==> config.mk <==
export PLATFORM = sky130hd
export DESIGN_NAME = vigenere_aes_block_scrambler
export DESIGN_NICKNAME = d
export VERILOG_FILES = /design/src/rtl/vas_pkg.sv /design/src/rtl/vas_cfg.sv /design/src/rtl/vas_letter.sv /design/src/rtl/vas_mix.sv /design/src/rtl/vigenere_aes_block_scrambler.sv
export SDC_FILE = /design/constraint.sdc
export NUM_CORES = 1
export LEC_CHECK = 0
export ABC_AREA = 1
export BUFFER_PORTS_ARGS = -buffer_cell sky130_fd_sc_hd__buf_2
export CORE_MARGIN = 2
export CORE_UTILIZATION = 30
export CTS_BUF_LIST = sky130_fd_sc_hd__clkbuf_2
export DETAILED_ROUTE_END_ITERATION = 12
export GPL_TIMING_DRIVEN = 0
export PLACE_DENSITY_LB_ADDON = 0.05
export SYNTH_ARGS = -nofsm -noshare
export SYNTH_HDL_FRONTEND = slang
export SYNTH_SLANG_ARGS = --single-unit
==> constraint.sdc <==
create_clock -name i_clk -period 8.1 [get_ports i_clk]
set_input_delay 1.62 -clock i_clk [delete_from_list [all_inputs] [get_ports i_clk]]
set_output_delay 1.62 -clock i_clk [all_outputs]
set_load 0.02 [all_outputs]
==> src/rtl/vas_pkg.sv <==
// ----------------------------------------------------------------------------
// vas_pkg: shared types and constants of the letter block scrambler
// Key layout, register codes, GF(2^8) helpers and the control bundles that
// pass between the scrambler's modules.
// ----------------------------------------------------------------------------
package vas_pkg;

    localparam int KEY_LETTERS = 24;
    localparam int KEY_HALF    = KEY_LETTERS / 2;
    localparam int SHIFT_W     = 5;
    localparam int KEY_REG_W   = KEY_HALF * SHIFT_W;
    localparam int BLOCK_BYTES = 16;
    localparam int ADDR_W      = $clog2(BLOCK_BYTES);
    localparam int COUNT_W     = ADDR_W + 1;
    localparam int POS_W       = 5;
    localparam int LEN_W       = 5;
    localparam int APB_DW      = 64;
    localparam int APB_AW      = 5;

    localparam logic [7:0] PAD_LETTER = 8'h41;
    localparam logic [7:0] UPPER_LAST = 8'h5A;
    localparam logic [7:0] LOWER_A    = 8'h61;
    localparam logic [7:0] LOWER_Z    = 8'h7A;
    localparam logic [7:0] CASE_FOLD  = 8'h20;
    localparam logic [7:0] GF_REDUCE  = 8'h1B;
    localparam int         ALPHABET   = 26;

    typedef enum logic [1:0] {
        REG_KEY_LOW  = 2'd0,
        REG_KEY_HIGH = 2'd1,
        REG_KEY_LEN  = 2'd2
    } t_reg_idx;

    typedef enum logic [1:0] {
        COEF_TWO   = 2'd0,
        COEF_THREE = 2'd1,
        COEF_ONE_A = 2'd2,
        COEF_ONE_B = 2'd3
    } t_coef;

    typedef enum logic {
        S_IDLE,
        S_MAC
    } t_state;

    typedef struct packed {
        logic [KEY_REG_W-1:0] key_low;
        logic [KEY_REG_W-1:0] key_high;
        logic [LEN_W-1:0]     key_len;
    } t_key_cfg;

    typedef struct packed {
        logic             is_letter;
        logic [7:0]       letter;
        logic [POS_W-1:0] next_pos;
    } t_letter;

    typedef struct packed {
        logic               wr_en;
        logic [ADDR_W-1:0]  wr_addr;
        logic [7:0]         wr_data;
        logic               blk_load;
        logic [COUNT_W-1:0] blk_count;
        logic               run;
        logic [1:0]         step;
        logic [ADDR_W-1:0]  out_idx;
    } t_mix_ctl;

    function automatic logic [7:0] xtime(input logic [7:0] a);
        xtime = {a[6:0], 1'b0} ^ (a[7] ? GF_REDUCE : 8'h00);
    endfunction

endpackage

==> src/rtl/vas_cfg.sv <==
// ----------------------------------------------------------------------------
// vas_cfg: configuration registers
// APB-style register file holding the key letters and the key length.
// ----------------------------------------------------------------------------
module vas_cfg (
    input  logic                          i_clk,
    input  logic                          i_rst_n,
    input  logic                          i_psel,
    input  logic                          i_penable,
    input  logic                          i_pwrite,
    input  logic [vas_pkg::APB_AW-1:0]    i_paddr,
    input  logic [vas_pkg::APB_DW-1:0]    i_pwdata,
    output logic [vas_pkg::APB_DW-1:0]    o_prdata,
    output vas_pkg::t_key_cfg             o_cfg
);

    logic [vas_pkg::KEY_REG_W-1:0] r_key_low;
    logic [vas_pkg::KEY_REG_W-1:0] r_key_high;
    logic [vas_pkg::LEN_W-1:0]     r_key_len;
    logic                          wr;
    vas_pkg::t_reg_idx             idx;

    assign wr  = i_psel & i_penable & i_pwrite;
    assign idx = vas_pkg::t_reg_idx'(i_paddr[vas_pkg::APB_AW-1:3]);

    always_ff @(posedge i_clk) begin
        if (!i_rst_n) begin
            r_key_low  <= '0;
            r_key_high <= '0;
            r_key_len  <= vas_pkg::LEN_W'(1);
        end else if (wr) begin
            unique case (idx)
                vas_pkg::REG_KEY_LOW:  r_key_low  <= i_pwdata[vas_pkg::KEY_REG_W-1:0];
                vas_pkg::REG_KEY_HIGH: r_key_high <= i_pwdata[vas_pkg::KEY_REG_W-1:0];
                vas_pkg::REG_KEY_LEN:  r_key_len  <= i_pwdata[vas_pkg::LEN_W-1:0];
                default: ;
            endcase
        end
    end

    always_comb begin
        unique case (idx)
            vas_pkg::REG_KEY_LOW:
                o_prdata = vas_pkg::APB_DW'(r_key_low);
            vas_pkg::REG_KEY_HIGH:
                o_prdata = vas_pkg::APB_DW'(r_key_high);
            vas_pkg::REG_KEY_LEN:
                o_prdata = vas_pkg::APB_DW'(r_key_len);
            default:
                o_prdata = '0;
        endcase
    end

    assign o_cfg = '{key_low: r_key_low, key_high: r_key_high, key_len: r_key_len};

endmodule

==> src/rtl/vas_letter.sv <==
// ----------------------------------------------------------------------------
// vas_letter: letter filter and Vigenere shift
// Folds case, drops non-letters and shifts a letter by the current key
// letter modulo 26.
// ----------------------------------------------------------------------------
module vas_letter (
    input  logic [7:0]                i_byte,
    input  logic [vas_pkg::POS_W-1:0] i_key_pos,
    input  vas_pkg::t_key_cfg         i_cfg,
    output vas_pkg::t_letter          o_letter
);

    logic [vas_pkg::SHIFT_W-1:0] keys [vas_pkg::KEY_LETTERS];
    logic [vas_pkg::LEN_W-1:0]   eff_len;
    logic [vas_pkg::POS_W-1:0]   pos_used;
    logic [7:0]                  folded;
    logic                        is_letter;
    logic [5:0]                  sum;
    logic [4:0]                  reduced;

    always_comb begin
        for (int i = 0; i < vas_pkg::KEY_HALF; i++) begin
            keys[i] = i_cfg.key_low[i*vas_pkg::SHIFT_W +: vas_pkg::SHIFT_W];
            keys[i+vas_pkg::KEY_HALF] =
                i_cfg.key_high[i*vas_pkg::SHIFT_W +: vas_pkg::SHIFT_W];
        end
    end

    // Clamp the key length to 1..KEY_LETTERS
    always_comb begin
        if (i_cfg.key_len == '0) begin
            eff_len = vas_pkg::LEN_W'(1);
        end else if (i_cfg.key_len > vas_pkg::LEN_W'(vas_pkg::KEY_LETTERS)) begin
            eff_len = vas_pkg::LEN_W'(vas_pkg::KEY_LETTERS);
        end else begin
            eff_len = i_cfg.key_len;
        end
    end

    assign pos_used = (i_key_pos >= vas_pkg::POS_W'(eff_len)) ? '0 : i_key_pos;

    always_comb begin
        if (i_byte >= vas_pkg::LOWER_A && i_byte <= vas_pkg::LOWER_Z) begin
            folded = i_byte - vas_pkg::CASE_FOLD;
        end else begin
            folded = i_byte;
        end
    end

    assign is_letter = (folded >= vas_pkg::PAD_LETTER) && (folded <= vas_pkg::UPPER_LAST);
    assign sum = 6'(folded - vas_pkg::PAD_LETTER) + 6'(keys[pos_used]);

    // Sum stays below three alphabets, so two compare-and-subtract steps reduce it
    always_comb begin
        if (sum >= 6'(2 * vas_pkg::ALPHABET)) begin
            reduced = 5'(sum - 6'(2 * vas_pkg::ALPHABET));
        end else if (sum >= 6'(vas_pkg::ALPHABET)) begin
            reduced = 5'(sum - 6'(vas_pkg::ALPHABET));
        end else begin
            reduced = sum[4:0];
        end
    end

    assign o_letter = '{
        is_letter: is_letter,
        letter:    8'(reduced) + vas_pkg::PAD_LETTER,
        next_pos:  pos_used + vas_pkg::POS_W'(1)
    };

endmodule

==> src/rtl/vas_mix.sv <==
// ----------------------------------------------------------------------------
// vas_mix: block store and shared GF(2^8) multiply-accumulate unit
// Holds the 4x4 letter block and builds one mixed byte per four steps:
// row rotate, parity mark and one MixColumns term per step.
// ----------------------------------------------------------------------------
module vas_mix (
    input  logic              i_clk,
    input  vas_pkg::t_mix_ctl i_ctl,
    output logic [7:0]        o_mixed
);

    logic [7:0]                  r_store [vas_pkg::BLOCK_BYTES];
    logic [vas_pkg::COUNT_W-1:0] r_blk_count;
    logic [7:0]                  r_acc;

    logic [1:0]                  row;
    logic [1:0]                  col;
    logic [vas_pkg::ADDR_W-1:0]  rd_addr;
    logic [7:0]                  raw;
    logic [7:0]                  marked;
    logic [7:0]                  term;
    vas_pkg::t_coef              coef;

    assign row = i_ctl.out_idx[3:2];
    assign col = i_ctl.out_idx[1:0];

    // Row rotate: entry (step, col) of the rotated block sits at column col+step
    assign rd_addr = {i_ctl.step, 2'(col + i_ctl.step)};

    // Entries past the block's letter count are padding
    always_comb begin
        raw = ({1'b0, rd_addr} >= r_blk_count) ? vas_pkg::PAD_LETTER : r_store[rd_addr];
    end

    assign marked = {raw[7] | (^raw), raw[6:0]};
    assign coef   = vas_pkg::t_coef'(2'(i_ctl.step - row));

    always_comb begin
        case (coef)
            vas_pkg::COEF_TWO:   term = vas_pkg::xtime(marked);
            vas_pkg::COEF_THREE: term = vas_pkg::xtime(marked) ^ marked;
            default:             term = marked;
        endcase
    end

    always_ff @(posedge i_clk) begin
        if (i_ctl.wr_en) begin
            r_store[i_ctl.wr_addr] <= i_ctl.wr_data;
        end
        if (i_ctl.blk_load) begin
            r_blk_count <= i_ctl.blk_count;
        end
        if (i_ctl.run) begin
            r_acc <= (i_ctl.step == 2'd0) ? term : (r_acc ^ term);
        end
    end

    assign o_mixed = r_acc ^ term;

endmodule

==> src/rtl/vigenere_aes_block_scrambler.sv <==
// ----------------------------------------------------------------------------
// vigenere_aes_block_scrambler: letter block scrambler top level
// The item that completes or ends a block starts the mixing; each mixed byte
// is registered at the output once its steps are done. Throughput: one item
// per cycle while a block fills; the input then waits while the single
// GF(2^8) multiply-accumulate unit builds every byte, output stalls included.
// Reset is synchronous, active low: key registers, fill count, key position
// and control clear; the store does not.
// ----------------------------------------------------------------------------
module vigenere_aes_block_scrambler (
    input  logic                       i_clk,
    input  logic                       i_rst_n,
    input  logic                       i_s_tvalid,
    output logic                       o_s_tready,
    input  logic [7:0]                 i_s_tdata,  // [7:0] text_byte
    input  logic                       i_s_tlast,  // end_of_message
    output logic                       o_m_tvalid,
    input  logic                       i_m_tready,
    output logic [7:0]                 o_m_tdata,  // [7:0] cipher_byte
    output logic                       o_m_tlast,  // end of block
    output logic                       o_m_tuser,  // [0] message_end
    input  logic                       psel,
    input  logic                       penable,
    input  logic                       pwrite,
    input  logic [vas_pkg::APB_AW-1:0] paddr,
    input  logic [vas_pkg::APB_DW-1:0] pwdata,
    output logic [vas_pkg::APB_DW-1:0] prdata,
    output logic                       pready
);

    vas_pkg::t_key_cfg           cfg;
    vas_pkg::t_letter            letter;
    vas_pkg::t_mix_ctl           mix_ctl;
    logic [7:0]                  mixed;

    vas_pkg::t_state             r_state;
    vas_pkg::t_state             n_state;
    logic [vas_pkg::ADDR_W-1:0]  r_fill;
    logic [vas_pkg::POS_W-1:0]   r_key_pos;
    logic [1:0]                  r_step;
    logic [vas_pkg::ADDR_W-1:0]  r_out_idx;
    logic                        r_msg_last;
    logic                        r_out_valid;
    logic [7:0]                  r_out_data;
    logic                        r_out_last;
    logic                        r_out_user;

    logic                        in_acc;
    logic [vas_pkg::COUNT_W-1:0] fill_sum;
    logic                        trigger;
    logic                        out_free;
    logic                        advance;
    logic                        load;
    logic                        idx_last;

    assign pready = 1'b1;

    vas_cfg u_cfg (
        .i_clk     (i_clk),
        .i_rst_n   (i_rst_n),
        .i_psel    (psel),
        .i_penable (penable),
        .i_pwrite  (pwrite),
        .i_paddr   (paddr),
        .i_pwdata  (pwdata),
        .o_prdata  (prdata),
        .o_cfg     (cfg)
    );

    vas_letter u_letter (
        .i_byte    (i_s_tdata),
        .i_key_pos (r_key_pos),
        .i_cfg     (cfg),
        .o_letter  (letter)
    );

    vas_mix u_mix (
        .i_clk   (i_clk),
        .i_ctl   (mix_ctl),
        .o_mixed (mixed)
    );

    assign in_acc   = i_s_tvalid & o_s_tready;
    assign fill_sum = {1'b0, r_fill} + vas_pkg::COUNT_W'(letter.is_letter);
    assign trigger  = (fill_sum == vas_pkg::COUNT_W'(vas_pkg::BLOCK_BYTES))
                    || (i_s_tlast && fill_sum != '0);
    assign out_free = !r_out_valid || i_m_tready;
    assign idx_last = (r_out_idx == vas_pkg::ADDR_W'(vas_pkg::BLOCK_BYTES - 1));

    // Next state
    always_comb begin
        n_state = r_state;
        unique case (r_state)
            vas_pkg::S_IDLE: begin
                if (in_acc && trigger) begin
                    n_state = vas_pkg::S_MAC;
                end
            end
            vas_pkg::S_MAC: begin
                if (load && idx_last) begin
                    n_state = vas_pkg::S_IDLE;
                end
            end
            default: n_state = vas_pkg::S_IDLE;
        endcase
    end

    // State outputs
    always_comb begin
        o_s_tready = 1'b0;
        advance    = 1'b0;
        load       = 1'b0;
        unique case (r_state)
            vas_pkg::S_IDLE: begin
                o_s_tready = 1'b1;
            end
            vas_pkg::S_MAC: begin
                // Hold on the last step until the output register frees up
                advance = (r_step != 2'd3) || out_free;
                load    = (r_step == 2'd3) && out_free;
            end
            default: ;
        endcase
    end

    assign mix_ctl = '{
        wr_en:     in_acc && letter.is_letter,
        wr_addr:   r_fill,
        wr_data:   letter.letter,
        blk_load:  in_acc && trigger,
        blk_count: fill_sum,
        run:       advance,
        step:      r_step,
        out_idx:   r_out_idx
    };

    always_ff @(posedge i_clk) begin
        if (!i_rst_n) begin
            r_state     <= vas_pkg::S_IDLE;
            r_fill      <= '0;
            r_key_pos   <= '0;
            r_step      <= '0;
            r_out_idx   <= '0;
            r_msg_last  <= 1'b0;
            r_out_valid <= 1'b0;
        end else begin
            r_state <= n_state;
            if (in_acc) begin
                r_fill <= trigger ? '0 : fill_sum[vas_pkg::ADDR_W-1:0];
                if (i_s_tlast) begin
                    r_key_pos <= '0;
                end else if (letter.is_letter) begin
                    r_key_pos <= letter.next_pos;
                end
                if (trigger) begin
                    r_msg_last <= i_s_tlast;
                end
            end
            if (advance) begin
                r_step <= r_step + 2'd1;
            end
            if (load) begin
                r_out_idx <= r_out_idx + vas_pkg::ADDR_W'(1);
            end
            if (load) begin
                r_out_valid <= 1'b1;
            end else if (i_m_tready) begin
                r_out_valid <= 1'b0;
            end
        end
    end

    always_ff @(posedge i_clk) begin
        if (load) begin
            r_out_data <= mixed;
            r_out_last <= idx_last;
            r_out_user <= idx_last && r_msg_last;
        end
    end

    assign o_m_tvalid = r_out_valid;
    assign o_m_tdata  = r_out_data;
    assign o_m_tlast  = r_out_last;
    assign o_m_tuser  = r_out_user;

    // A block starts with the step and byte counters at zero
    a_block_start: assert property (@(posedge i_clk) disable iff (!i_rst_n)
        (r_state == vas_pkg::S_IDLE && n_state == vas_pkg::S_MAC)
        |=> (r_step == 2'd0 && r_out_idx == '0))
        else $error("block started with counters not at zero");

    // Message end only ever rides on the closing byte of a block
    a_msg_end_last: assert property (@(posedge i_clk) disable iff (!i_rst_n)
        (o_m_tvalid && o_m_tuser) |-> o_m_tlast)
        else $error("message end without block end");

    // Key position never runs more than one past the last key letter
    a_key_pos: assert property (@(posedge i_clk) disable iff (!i_rst_n)
        in_acc |=> (r_key_pos <= vas_pkg::POS_W'(vas_pkg::KEY_LETTERS)))
        else $error("key position out of range");

    // No new byte is loaded over one that has not been taken
    a_no_overrun: assert property (@(posedge i_clk) disable iff (!i_rst_n)
        (load && r_out_valid) |-> i_m_tready)
        else $error("output byte overwritten");

endmodule

* After elaboration in Yosys (flattened, before gate mapping)
Memory sizes are Yosys's and may differ from the RTL's.
Cells that the tools add are included.
** Operators by class
- Mux-type cells :: 27
- Reductions and logical operators :: 25
- Equality and inequality tests :: 7
- Bitwise logic cells :: 9
- Magnitude comparators :: 10
- $add $sub $neg :: 12
** Operators with widths (count)
- $pmux 60 s3 :: 1
- $mux 5 :: 10
- $bmux 5 s5 :: 1
- $mux 8 :: 3
- $ge 8x7->1 const B :: 2
- $le 8x7->1 const B :: 2
- $pmux 8 s2 :: 1
- $xor 8x8->8 :: 2
- $ge 6x6->1 const B :: 2
- $reduce_and 2->1 :: 5
- $sub 5x5->5 const B :: 2
- $mux 1 :: 9
- $add 5x7->8 const B :: 1
- $logic_and 1x1->1 :: 8
- $reduce_xor 8->1 :: 1
- $sub 8x6->8 const B :: 1
- $xor 8x5->8 :: 1
- $add 6x5->6 :: 1
- $ge 6x5->1 const B :: 1
- $logic_not 2->1 :: 3
- $not 5->6 :: 1
- $sub 6x1->6 const B :: 1
- $add 4x1->5 :: 1
- $add 5x1->5 const B :: 1
- other kinds (22) :: 29
** Storage, ports and cells
- Word-level logic and storage cells :: 106
- Memories :: 1
- Flip-flop bits (word level) :: 166
- Memory bits (writable) :: 128
- Input bits :: 85
** Memory list
- u_mix.r_store :: words 16, bits a word 8, rd ports 1, clocked after Yosys merged registers in 0, write ports 1, line vas_mix.sv:12 : logic [7:0] r_store [vas_pkg::BLOCK_BYTES];

* Logic depth before layout (Yosys ltp)
Gate-level depths: netlist of run 1.
- Depth in word-level cells :: 14
- Gate-level depth with buffers :: 33
- Gate-level depth less buffers :: 32

* Hierarchy
Synthesis of run 1 repeated with hierarchy kept, for this count alone.
** Unflattened totals
- Cell total of the unflattened synthesis :: 2238
- Area total of the unflattened synthesis :: 16450.8 µm²
** By module, submodules not included
- vas_mix :: area each 7203.2 µm², cells an instance 792, sequential area each 4234.1 µm², times used 1
- vas_cfg :: area each 5738.0 µm², cells an instance 844, sequential area each 2502.4 µm², times used 1
- vas_letter :: area each 2314.7 µm², cells an instance 472, sequential area each 0.0 µm², times used 1
- vigenere_aes_block_scrambler :: area each 1194.9 µm², cells an instance 130, sequential area each 660.6 µm², times used 1

* Worst setup path before layout of run 1
OpenSTA, ideal clock, no wires.
- Kind :: register to register
- Start :: reg r_key_pos[0] in the netlist's numbering
- End :: mem u_mix.r_store[0][5], data pin
- Setup time :: 0.327 ns
- Arrival time :: 5.575 ns
- Stages on the path, launching flop included :: 30
- Path buffers :: 4
- Setup slack :: 2.198 ns
- Path through :: dfxtp_1 > clkbuf_1 > inv_1 > clkbuf_1 > ha_1 > nand2_1 > inv_1 > nand4_1 > nand2_1 > nor2_1 > inv_1 > clkbuf_1 > clkbuf_1 > o21ai_0 > nand3_1 > a32o_1 > a21oi_1 > ha_1 > inv_1 > ha_1 > fa_1 > inv_1 > ha_1 > a21oi_1 > a21oi_1 > or2_2 > mux2i_1 > a21boi_0 > nand3_1 > nor3_1
** RTL lines
- start: declaration :: line vigenere_aes_block_scrambler.sv:39 : logic [vas_pkg::POS_W-1:0] r_key_pos;
- start signal: assignment :: line vigenere_aes_block_scrambler.sv:153 : r_key_pos <= letter.next_pos;
- end: declaration :: line vas_mix.sv:12

==> results of run 1 <==
[worst max-delay path: cells and delay by family, from the launching register on]
family / cells / cell delay (ns)
compound gates: 6 / 1.53
xor+xnor: 1 / 0.63
fa+ha+maj: 5 / 1.61
buf+inv: 9 / 1.75
flops: 1 / 0.31
mux: 1 / 0.14
simple gates: 7 / 1.41
[layer usage]
layer	track usage [%]	vias up
li1	-	6247
met1	30.5	6075
met2	35.1	491
met3	4.69	118
met4	9.89	0
met5	0	-
[worst paths after layout]
| check | end |
|---|---|
| min | u_cfg.r_key_low[45]$_SDFFE_PN0P_ |
| min reg2reg | u_cfg.r_key_low[45]$_SDFFE_PN0P_ |
| max reg2reg | u_mix.r_store[8][3]$_DFFE_PP_ |
| max | u_mix.r_store[8][3]$_DFFE_PP_ |
[Yosys cell counts (4+ instances only)]
library cell	n
nor2_1	296
nand2_1	224
o21ai_0	196
inv_1	156
dfxtp_1	143
edfxtp_1	119
a21oi_1	118
nand3_1	110
clkbuf_1	74
ha_1	34
o221ai_1	23
a22o_1	21
o22ai_1	18
o211ai_1	17
xor2_1	17
buf_2	15
nor3_1	12
buf_4	9
a31oi_1	7
nand2_2	7
nand4_1	7
a221oi_1	4
and2_1	4
clkinv_1	4
nand2_4	4
o21a_1	4
or2_2	4
xnor2_1	4
[where the power goes]
part           internal (W)  leakage, nW  switching [W]  total [W]
Clock              0.000428        0.520       0.000597    0.00103
Sequential          0.00156         2.21      0.0000189    0.00158
Combinational      0.000238         3.92       0.000590   0.000828
[cells in the final DEF (no fill, tap or decap), types with 4 or more instances in the layout]
cell        n
nor2_1    296
nand2_1   224
o21ai_0   196
buf_2     164
inv_1     156
dfxtp_1   143
edfxtp_1  119
a21oi_1   118
clkbuf_2  112
nand3_1   110
clkbuf_1   74
ha_1       34
o221ai_1   23
a22o_1     21
o22ai_1    18
o211ai_1   17
xor2_1     14
clkinv_1   13
nor3_1     10
buf_4       9
nand2_2     7
nand4_1     7
a31oi_1     7
inv_2       5
xor2_2      5
conb_1      5
diode_2     4
nand2_4     4
buf_6       4
a221oi_1    4
o21a_1      4
xnor2_1     4
or2_2       4
and2_1      4
[through the flow]
step | cells | TNS (ns) | utilization [%] | hold WS, ns
2_1_floorplan | 1701 | 0 | - | 0.436
6_report | 2574 | 0 | 35.6 | 0.476
5_1_grt | 2574 | -2.04 | 35.6 | 0.504
4_1_cts | 2570 | 0 | 35.5 | 0.474
3_3_place_gp | 2442 | -2.53 | 33.9 | 0.449
3_5_place_dp | 2443 | 0 | 33.9 | 0.460
[logic make-up after synthesis]
logic type | Yosys count | share of synthesized area, %
xor+xnor | 23 | 1.60
buf+inv | 266 | 7.95
simple gates | 680 | 21.1
other cells | 2 | 0.0555
fa+ha+maj | 35 | 3.29
mux | 3 | 0.222
compound gates | 427 | 18.2
flops | 262 | 47.6
[area by class of cell]
class,count,area (um^2),share of cell area (%)
antenna,4,10.0,0.0635
buffer,102,458,2.91
tap,592,741,4.70
multi-input combinational,1173,6060,38.5
clock buffer,112,561,3.56
clock inverter,15,118,0.746
timing repair buffer,150,757,4.80
inverter,164,617,3.91
sequential,262,6440,40.8
[state kept, by name, indices dropped and copies added, names as in the netlist, 2 cells and up]
register           count
u_cfg.r_key_high      60
u_cfg.r_key_len        5
u_mix.r_store         96
u_mix.r_acc            8
o_m_tdata              8
r_fill                 4
u_mix.r_blk_count      5
r_out_idx              4
r_key_pos              5
u_cfg.r_key_low       60
r_step                 2
[timing repair]
item | in CTS | in global routing
endpoints found under the setup margin | 0 | 64
gates resized for setup | 0 | 4
buffers inserted | 0 | 0
==> results_dict.tcl, run 1 <==
set metrics [dict create \
    status "finished clean" \
    leakagePower_nw 6.65 \
    fin_area_um2 15800 \
    drive_gt1_share_pct 16.7 \
    cp_slowest_stage_delay_ns 0.63 \
    clk_latency_ns 1.01 \
    cap_violations 0 \
    fp.dieH_um 216 \
    highest-signal-layer "met4" \
    clock-sinks 262 \
    fin_skew_ns 0.0790 \
    grt_start_max_net_pins 20 \
    crit_path_max_fanout 16 \
    max_freq_ghz 0.131 \
    die-area_um2 46800 \
    synth-seq-cells 262 \
    final-hold-violation-count 0 \
    fillers 4812 \
    routed_wl_mm 53.6 \
    cpMaxStageDelayCell "xor2_2" \
    synth.yosys.seq_area_share_pct 47.6 \
    clk_path_buf_depth 3 \
    wl_met3_mm 3.31 \
    synth.distinct_cells 55 \
    synth-edff-count 119 \
    dr_total_vias 12900 \
    min_path_type "flip-flop to flip-flop" \
    ys_warn_count 0 \
    viasPerCell 5.02 \
    numPortBuffers 149 \
    rows 77 \
    synth.top_cells.by_area "edfxtp_1, dfxtp_1, nor2_1" \
    netlist_area_um2 13500 \
    overflow 0 \
    cts_made_buffers 77 \
    hp-start "u_cfg.r_key_low[45]$_SDFFE_PN0P_" \
    wl_met1_mm 24.3 \
    antenna_left 0 \
    clk_pin_slew_ns 0.09 \
    worstSetupStartpointType "flip-flop" \
    p_total_w 0.00343 \
    netlist_instances 1698 \
    setup_ws_ns 0.450 \
    gp_congestion 0.874 \
    grt_pass1_wl_mm 78.6 \
    antenna_found_initial 2 \
    htreeDepth 3 \
    core_area_um2 44300 \
    route.detailed.drc 0 \
    clock_tree.root_cell "clkbuf_2" \
    reg2reg_from "r_key_pos[0]$_SDFFE_PN0P_" \
    slew_headroom_pct 30.1 \
    grt_usage_pct 22.7 \
    timing.final.crit_share_pct 94.4 \
    cp-startpoint "r_key_pos[0]$_SDFFE_PN0P_" \
    holdBufCountCts 0 \
    first_pass_iters 5 \
    die_w_um 216 \
    synth_largest_area_cell "edfxtp_1" \
    ir_worst_vdd_uv 126 \
    fin_nets 2050 \
    crit_top_cell "inv_1" \
    hpwl_mm 39.7 \
    r2r_slack_ns 0.45 \
    post_dp_cell_area_um2 15000 \
    yosysTopAreaCellShare_pct 26.4 \
    power_per_cell_area_nw_per_um2 218 \
    drt_iter0_drc 978 \
    post-route-min-period_ns 7.65 \
    tightestPinTransition_ns 1.05 \
    maxSlewViolCount 0 \
    critical_path_required_ns 8.79 \
    first_global_vias 12400 \
    r2r_cells 29 \
    async_flop_share_pct 0 \
    wl_per_cell_um 20.8 \
    critPathKind "flip-flop to flip-flop" \
    cp-end-kind "flip-flop" \
    holdPathStages 2 \
    tritoncts "done" \
    route.met2.wl_mm 24.0 \
    syn_avg_cell_area_um2 7.96 \
    rsz0062_at_grt "true" \
    finalSetupViolCount 0 \
    ios 162 \
    pre_cts_ws_ns 0.181 \
    syn_to_final_growth_pct 16.5 \
    cp_data_arrival_time_ns 8.34 \
    start_util_pct 30.5 \
    synth_ff_type "dfxtp_1" \
]
(Power assumes the default switching activity.)
==> inputs of run 2 (changes only) <==
GPL_TIMING_DRIVEN = unset   (was 0)
==> run 2 against run 1 <==
Count of clock-buffer cells in the layout grew 7. Fmax grew 6.4%. Critical endpoint is now u_mix.r_store[15][4]$_DFFE_PP_. Worst setup slack gained 0.46 ns. Global-route usage shrank 2.6 points.
==> results_dict.tcl, run 2 (synthesized netlist as in run 1, its figures left out) <==
set metrics [dict create \
    htreeDepth 3 \
    critical_path_required_ns 8.70 \
    top_usage_layer "met2" \
    clk_latency_ns 1.02 \
    layout_commonest_cell "nor2_1" \
    critPathKind "flip-flop to flip-flop" \
    fin_nets 1975 \
    switchingPower_w 0.00121 \
    worst_hold_slack_ns 0.473 \
    clk_path_buf_depth 3 \
    postCtsSetupBuffers 0 \
    worstSetupStartpointType "flip-flop" \
    cap_violations 0 \
    dr_total_vias 12200 \
    die-area_um2 46800 \
    biggestRegsByFlops "u_mix.r_store: 96 flops, u_cfg.r_key_high: 60 flops, u_cfg.r_key_low: 60 flops" \
    fin_skew_ns 0.111 \
    ir_worst_vdd_uv 110 \
    power_frac_clock_pct 30.9 \
    tightestPinTransition_ns 1.17 \
    cp_data_arrival_time_ns 7.79 \
    gr-usage-met1_pct 26.7 \
    max_freq_ghz 0.139 \
    hpwl_mm 32.1 \
    fp.dieH_um 216 \
    viasPerCell 4.86 \
    share_comb_of_total_power_pct 23.5 \
    first_global_vias 11900 \
    use_met3_pct 5.54 \
    tritoncts "done" \
    numPortBuffers 149 \
    layout_common_cells "nor2_1, nand2_1, o21ai_0, inv_1, buf_2" \
    overflow 0 \
    start_util_pct 30.5 \
    intPower_w 0.00226 \
    critPathTopFamily "adder cells" \
    swShare_pct 34.8 \
    ios 162 \
    crit_path_max_fanout 18 \
    route.detailed.drc 0 \
    finalSetupViolCount 0 \
    power_per_cell_area_nw_per_um2 223 \
    clock-sinks 262 \
    min_path_type "flip-flop to flip-flop" \
    syn_to_final_growth_pct 15.1 \
    crit_top_cell "inv_1" \
    rows 77 \
    antenna_found_initial 6 \
    largest_reg_flops 96 \
    setup_tns_ns 0 \
    gp_congestion 0.819 \
    wl_per_cell_um 18.7 \
    clock_tree.root_cell "clkbuf_2" \
    slew_headroom_pct 21.5 \
    cpMaxStageDelayCell "xor2_1" \
    grt_start_max_net_pins 116 \
    drt_iter0_drc 712 \
    maxSlewViolCount 0 \
    cp_slowest_stage_delay_ns 0.93 \
    timing.final.crit_share_pct 88.8 \
    antenna_left 0 \
    seqPwrFrac_pct 45.6 \
    cp-end-kind "flip-flop" \
    regMostFlops "u_mix.r_store" \
    first_pass_iters 5 \
    cts_made_buffers 78 \
    clk_pin_slew_ns 0.09 \
    grt_usage_pct 20.1 \
    grt_pass1_wl_mm 71.6 \
    die_w_um 216 \
    leakagePower_nw 6.61 \
    post-route-min-period_ns 7.19 \
    holdBufCountCts 0 \
    core_area_um2 44300 \
    critPathBufInv 6 \
    status "finished clean" \
    cts_resized 0 \
    p_total_w 0.00347 \
    drive_gt1_share_pct 17.9 \
    gr-usage-met2_pct 31.5 \
    final-hold-violation-count 0 \
    rsz0062_at_grt "false" \
    fillers 4833 \
    routed_wl_mm 47.0 \
]
==> run 2: changes by cell type in the layout (fill, tap and decap cells not counted), moves of 3 or more <==
cell	change
buf_4	+18
xor2_1	+3
buf_6	-4
clkinv_1	+4
xor2_2	-3
clkbuf_1	-74
buf_2	-16
clkbuf_2	+7
clkinv_2	+5
nor2_2	+5
nor2_1	-5
==> run 2: tightest hold or removal path: cells and delay by family (launching register included) <==
family	cells	cell delay, ns
buf+inv	1	0.06
compound gates	1	0.05
flops	1	0.31
==> run 2: area by class of cell <==
type / instances / area, um^2 / share of cell area (%)
flip-flops and latches: 262 / 6440 / 41.3
multi-input cells: 1173 / 6040 / 38.8
repair buffers: 176 / 963 / 6.19
well taps: 592 / 741 / 4.76
inverters: 164 / 617 / 3.96
clock buffers: 119 / 596 / 3.83
clock inverters: 25 / 161 / 1.04
diodes: 4 / 10.0 / 0.0643
==> run 2: power by group through the flow <==
stage	Combinational (W)	Sequential, W	Clock [W]
global placement	0.000813	0.00161	0
finish	0.000816	0.00158	0.00107
detailed placement	0.000828	0.00161	0
CTS	0.000830	0.00158	0.00112
floorplan	0.000541	0.00160	0
global route	0.000926	0.00158	0.00119
==> run 2: per-layer routing <==
metal / vias to the layer above / wire length [um] / share of wire [%]
li1: 6115 / - / -
met1: 5703 / 21700 / 46
met2: 309 / 21300 / 45
met3: 83 / 2670 / 5.7
met4: 6 / 1210 / 2.6
met5: - / 38 / 0.081
==> run 2: through the flow <==
step	std cells	util, %	setup slack, ns	cell area [um^2]
6_report	2515	35.1	0.910	15600
5_1_grt	2514	35.1	0.243	15600
4_1_cts	2511	35.1	0.785	15600
3_5_place_dp	2367	33.4	0.871	14800
3_3_place_gp	2367	33.4	0.986	14800
2_1_floorplan	1701	-	2.20	13500
==> run 2: path summary, 6_finish.rpt <==
kind | start | to | slack [ns] | cells after the start
hold reg to reg | u_cfg.r_key_high[37]$_SDFFE_PN0P_ | u_cfg.r_key_high[37]$_SDFFE_PN0P_ | 0.47 | 2
hold / removal | u_cfg.r_key_high[37]$_SDFFE_PN0P_ | u_cfg.r_key_high[37]$_SDFFE_PN0P_ | 0.47 | 2
setup reg to reg | r_key_pos[0]$_SDFFE_PN0P_ | u_mix.r_store[15][4]$_DFFE_PP_ | 0.91 | 27
setup / recovery | r_key_pos[0]$_SDFFE_PN0P_ | u_mix.r_store[15][4]$_DFFE_PP_ | 0.91 | 27
==> inputs of run 3 (changes only) <==
BUFFER_PORTS_ARGS = unset   (was -buffer_cell sky130_fd_sc_hd__buf_2)
DONT_BUFFER_PORTS = 1   (was unset)
==> run 3 against run 2 <==
Sequential share of layout area increased by 2.4 points. Highest routed layer unchanged. Final cell count decreased by 6.8%. Largest cell class unchanged. Via count decreased by 4.7%. Global-route usage increased by 0.14 points. Total power decreased by 3.1%. Combinational power decreased by 8.7%. Wire length about the same. Clock skew increased by 0.011 ns. Cell area decreased by 5.5%.
==> results_dict.tcl, run 3 (synthesized netlist as in run 1, its figures left out) <==
set metrics [dict create \
    status "finished clean" \
    syn_to_final_growth_pct 8.80 \
    viasPerCell 4.97 \
    grt_usage_pct 20.2 \
    intPower_w 0.00221 \
    holdPathStages 2 \
    multiInputGateArea_um2 6040 \
    clk_pin_slew_ns 0.09 \
    setup_ws_ns 1.03 \
    seqCellArea_um2 6440 \
    min_path_type "flip-flop to flip-flop" \
    layout_commonest_cell "nor2_1" \
    leakagePower_nw 5.87 \
    max_freq_ghz 0.142 \
    post-route-min-period_ns 7.07 \
    antenna_left 0 \
    rows 77 \
    fin_skew_ns 0.122 \
    holdBufCountCts 0 \
    crit_path_max_fanout 19 \
    cts_resized 0 \
    clk_latency_ns 1.04 \
    worstSetupStartpointType "flip-flop" \
    largest_reg_flops 96 \
    core_area_um2 44300 \
    cts_made_buffers 79 \
    fillers 4814 \
    finalSetupViolCount 0 \
    numPortBuffers 0 \
    die_w_um 216 \
    die-area_um2 46800 \
    first_global_vias 11600 \
    clock_tree.root_cell "clkbuf_2" \
    htreeDepth 3 \
    gp_congestion 0.785 \
    r2r_cells 26 \
    postCtsSetupBuffers 0 \
    setup_tns_ns 0 \
    clk_path_buf_depth 3 \
    rsz0062_at_grt "false" \
    critPathKind "flip-flop to flip-flop" \
    power_frac_clock_pct 30.7 \
    maxSlewViolCount 0 \
    overflow 0 \
    biggestRegsByFlops "u_mix.r_store: 96 flops, u_cfg.r_key_high: 60 flops, u_cfg.r_key_low: 60 flops" \
    seqPwrFrac_pct 47.1 \
    grt_pass1_wl_mm 71.6 \
    dr_total_vias 11600 \
    tritoncts "done" \
    tightestPinTransition_ns 1.22 \
    routed_wl_mm 46.9 \
    critical_path_required_ns 8.65 \
    cp_data_arrival_time_ns 7.62 \
    ios 162 \
    swShare_pct 34.0 \
    hpwl_mm 31.3 \
    cap_violations 0 \
    drive_gt1_share_pct 10.5 \
    pre_cts_ws_ns 0.981 \
    regMostFlops "u_mix.r_store" \
    start_util_pct 30.5 \
    route.detailed.drc 0 \
    fp.dieH_um 216 \
    ir_worst_vdd_uv 178 \
    grt_start_max_net_pins 131 \
    final-hold-violation-count 0 \
    timing.final.crit_share_pct 87.2 \
    power_per_cell_area_nw_per_um2 228 \
    layout_common_cells "nor2_1, nand2_1, o21ai_0, inv_1, dfxtp_1" \
    share_comb_of_total_power_pct 22.2 \
    drt_iter0_drc 721 \
    cp-end-kind "flip-flop" \
    clock-sinks 262 \
    switchingPower_w 0.00114 \
    first_pass_iters 7 \
    slew_headroom_pct 18.2 \
    antenna_found_initial 4 \
    wl_per_cell_um 20.0 \
    fin_nets 1825 \
]
[run 3: cell types whose count changed in the layout (fill, tap and decap cells not counted)]
cell / change
clkbuf_2: -2
clkinv_4: -1
buf_2: -148
clkinv_1: -10
diode_2: -2
clkinvlp_4: -1
buf_4: -3
clkinv_2: -4
[run 3: layout make-up]
cell class              instances  area share (%)
diodes                          2          0.0340
multi-input cells            1173            41.1
clock inverters                 9           0.595
well taps                     592            5.03
inverters                     164            4.19
flip-flops and latches        262            43.7
repair buffers                 25            1.36
clock buffers                 117            3.98
[run 3: final timing paths]
path | startpoint | end | slack, ns
worst max-delay path | u_cfg.r_key_len[1]$_SDFFE_PN0P_ | u_mix.r_store[2][3]$_DFFE_PP_ | 1.03
worst min-delay path | u_cfg.r_key_low[52]$_SDFFE_PN0P_ | u_cfg.r_key_low[52]$_SDFFE_PN0P_ | 0.47
worst max register to register | u_cfg.r_key_len[1]$_SDFFE_PN0P_ | u_mix.r_store[2][3]$_DFFE_PP_ | 1.03
worst min register to register | u_cfg.r_key_low[52]$_SDFFE_PN0P_ | u_cfg.r_key_low[52]$_SDFFE_PN0P_ | 0.47
[run 3: through the flow]
step	utilization (%)	area, um^2	hold slack [ns]	cells	total power (W)
2_1_floorplan	-	13500	0.436	1701	0.00214
3_3_place_gp	31.7	14000	0.454	2216	0.00236
3_5_place_dp	31.7	14000	0.460	2216	0.00237
4_1_cts	33.2	14700	0.473	2342	0.00343
5_1_grt	33.2	14700	0.498	2344	0.00359
6_report	33.2	14700	0.472	2344	0.00336
[run 3: power by group through the flow]
stage	registers [W]	clock network, W	logic [W]
5_1_grt	0.00159	0.00115	0.000853
6_report	0.00158	0.00103	0.000745
3_5_place_dp	0.00161	0	0.000759
2_1_floorplan	0.00160	0	0.000541
3_3_place_gp	0.00161	0	0.000753
4_1_cts	0.00158	0.00108	0.000762
[run 3: per-layer routing]
metal / track usage [%] / vias up / share of wire (%)
met3: 6.44 / 100 / 7.7
met5: 0 / - / 0.058
li1: - / 5788 / -
met4: 8.11 / 4 / 3.0
met2: 32.1 / 329 / 46
met1: 25.4 / 5423 / 44
[run 3: worst max-delay path: stages (launching register included)]
cell	delay (ns)
dfxtp_1	0.35
o41ai_1	0.44
ha_1	0.31
nand2_1	0.07
inv_1	0.04
nand4_1	0.05
nand2_1	0.14
nor2_2	0.13
inv_1	0.28
buf_4	0.28
o221ai_1	0.22
nand3_1	0.14
a32o_1	0.28
a21oi_1	0.26
ha_1	0.20
inv_1	0.04
ha_1	0.20
fa_1	0.61
inv_1	0.14
ha_1	0.22
a21oi_1	0.19
a21oi_1	0.09
or2_2	0.34
mux2i_1	0.13
a21boi_0	0.36
nand3_1	0.17
xor2_1	0.97
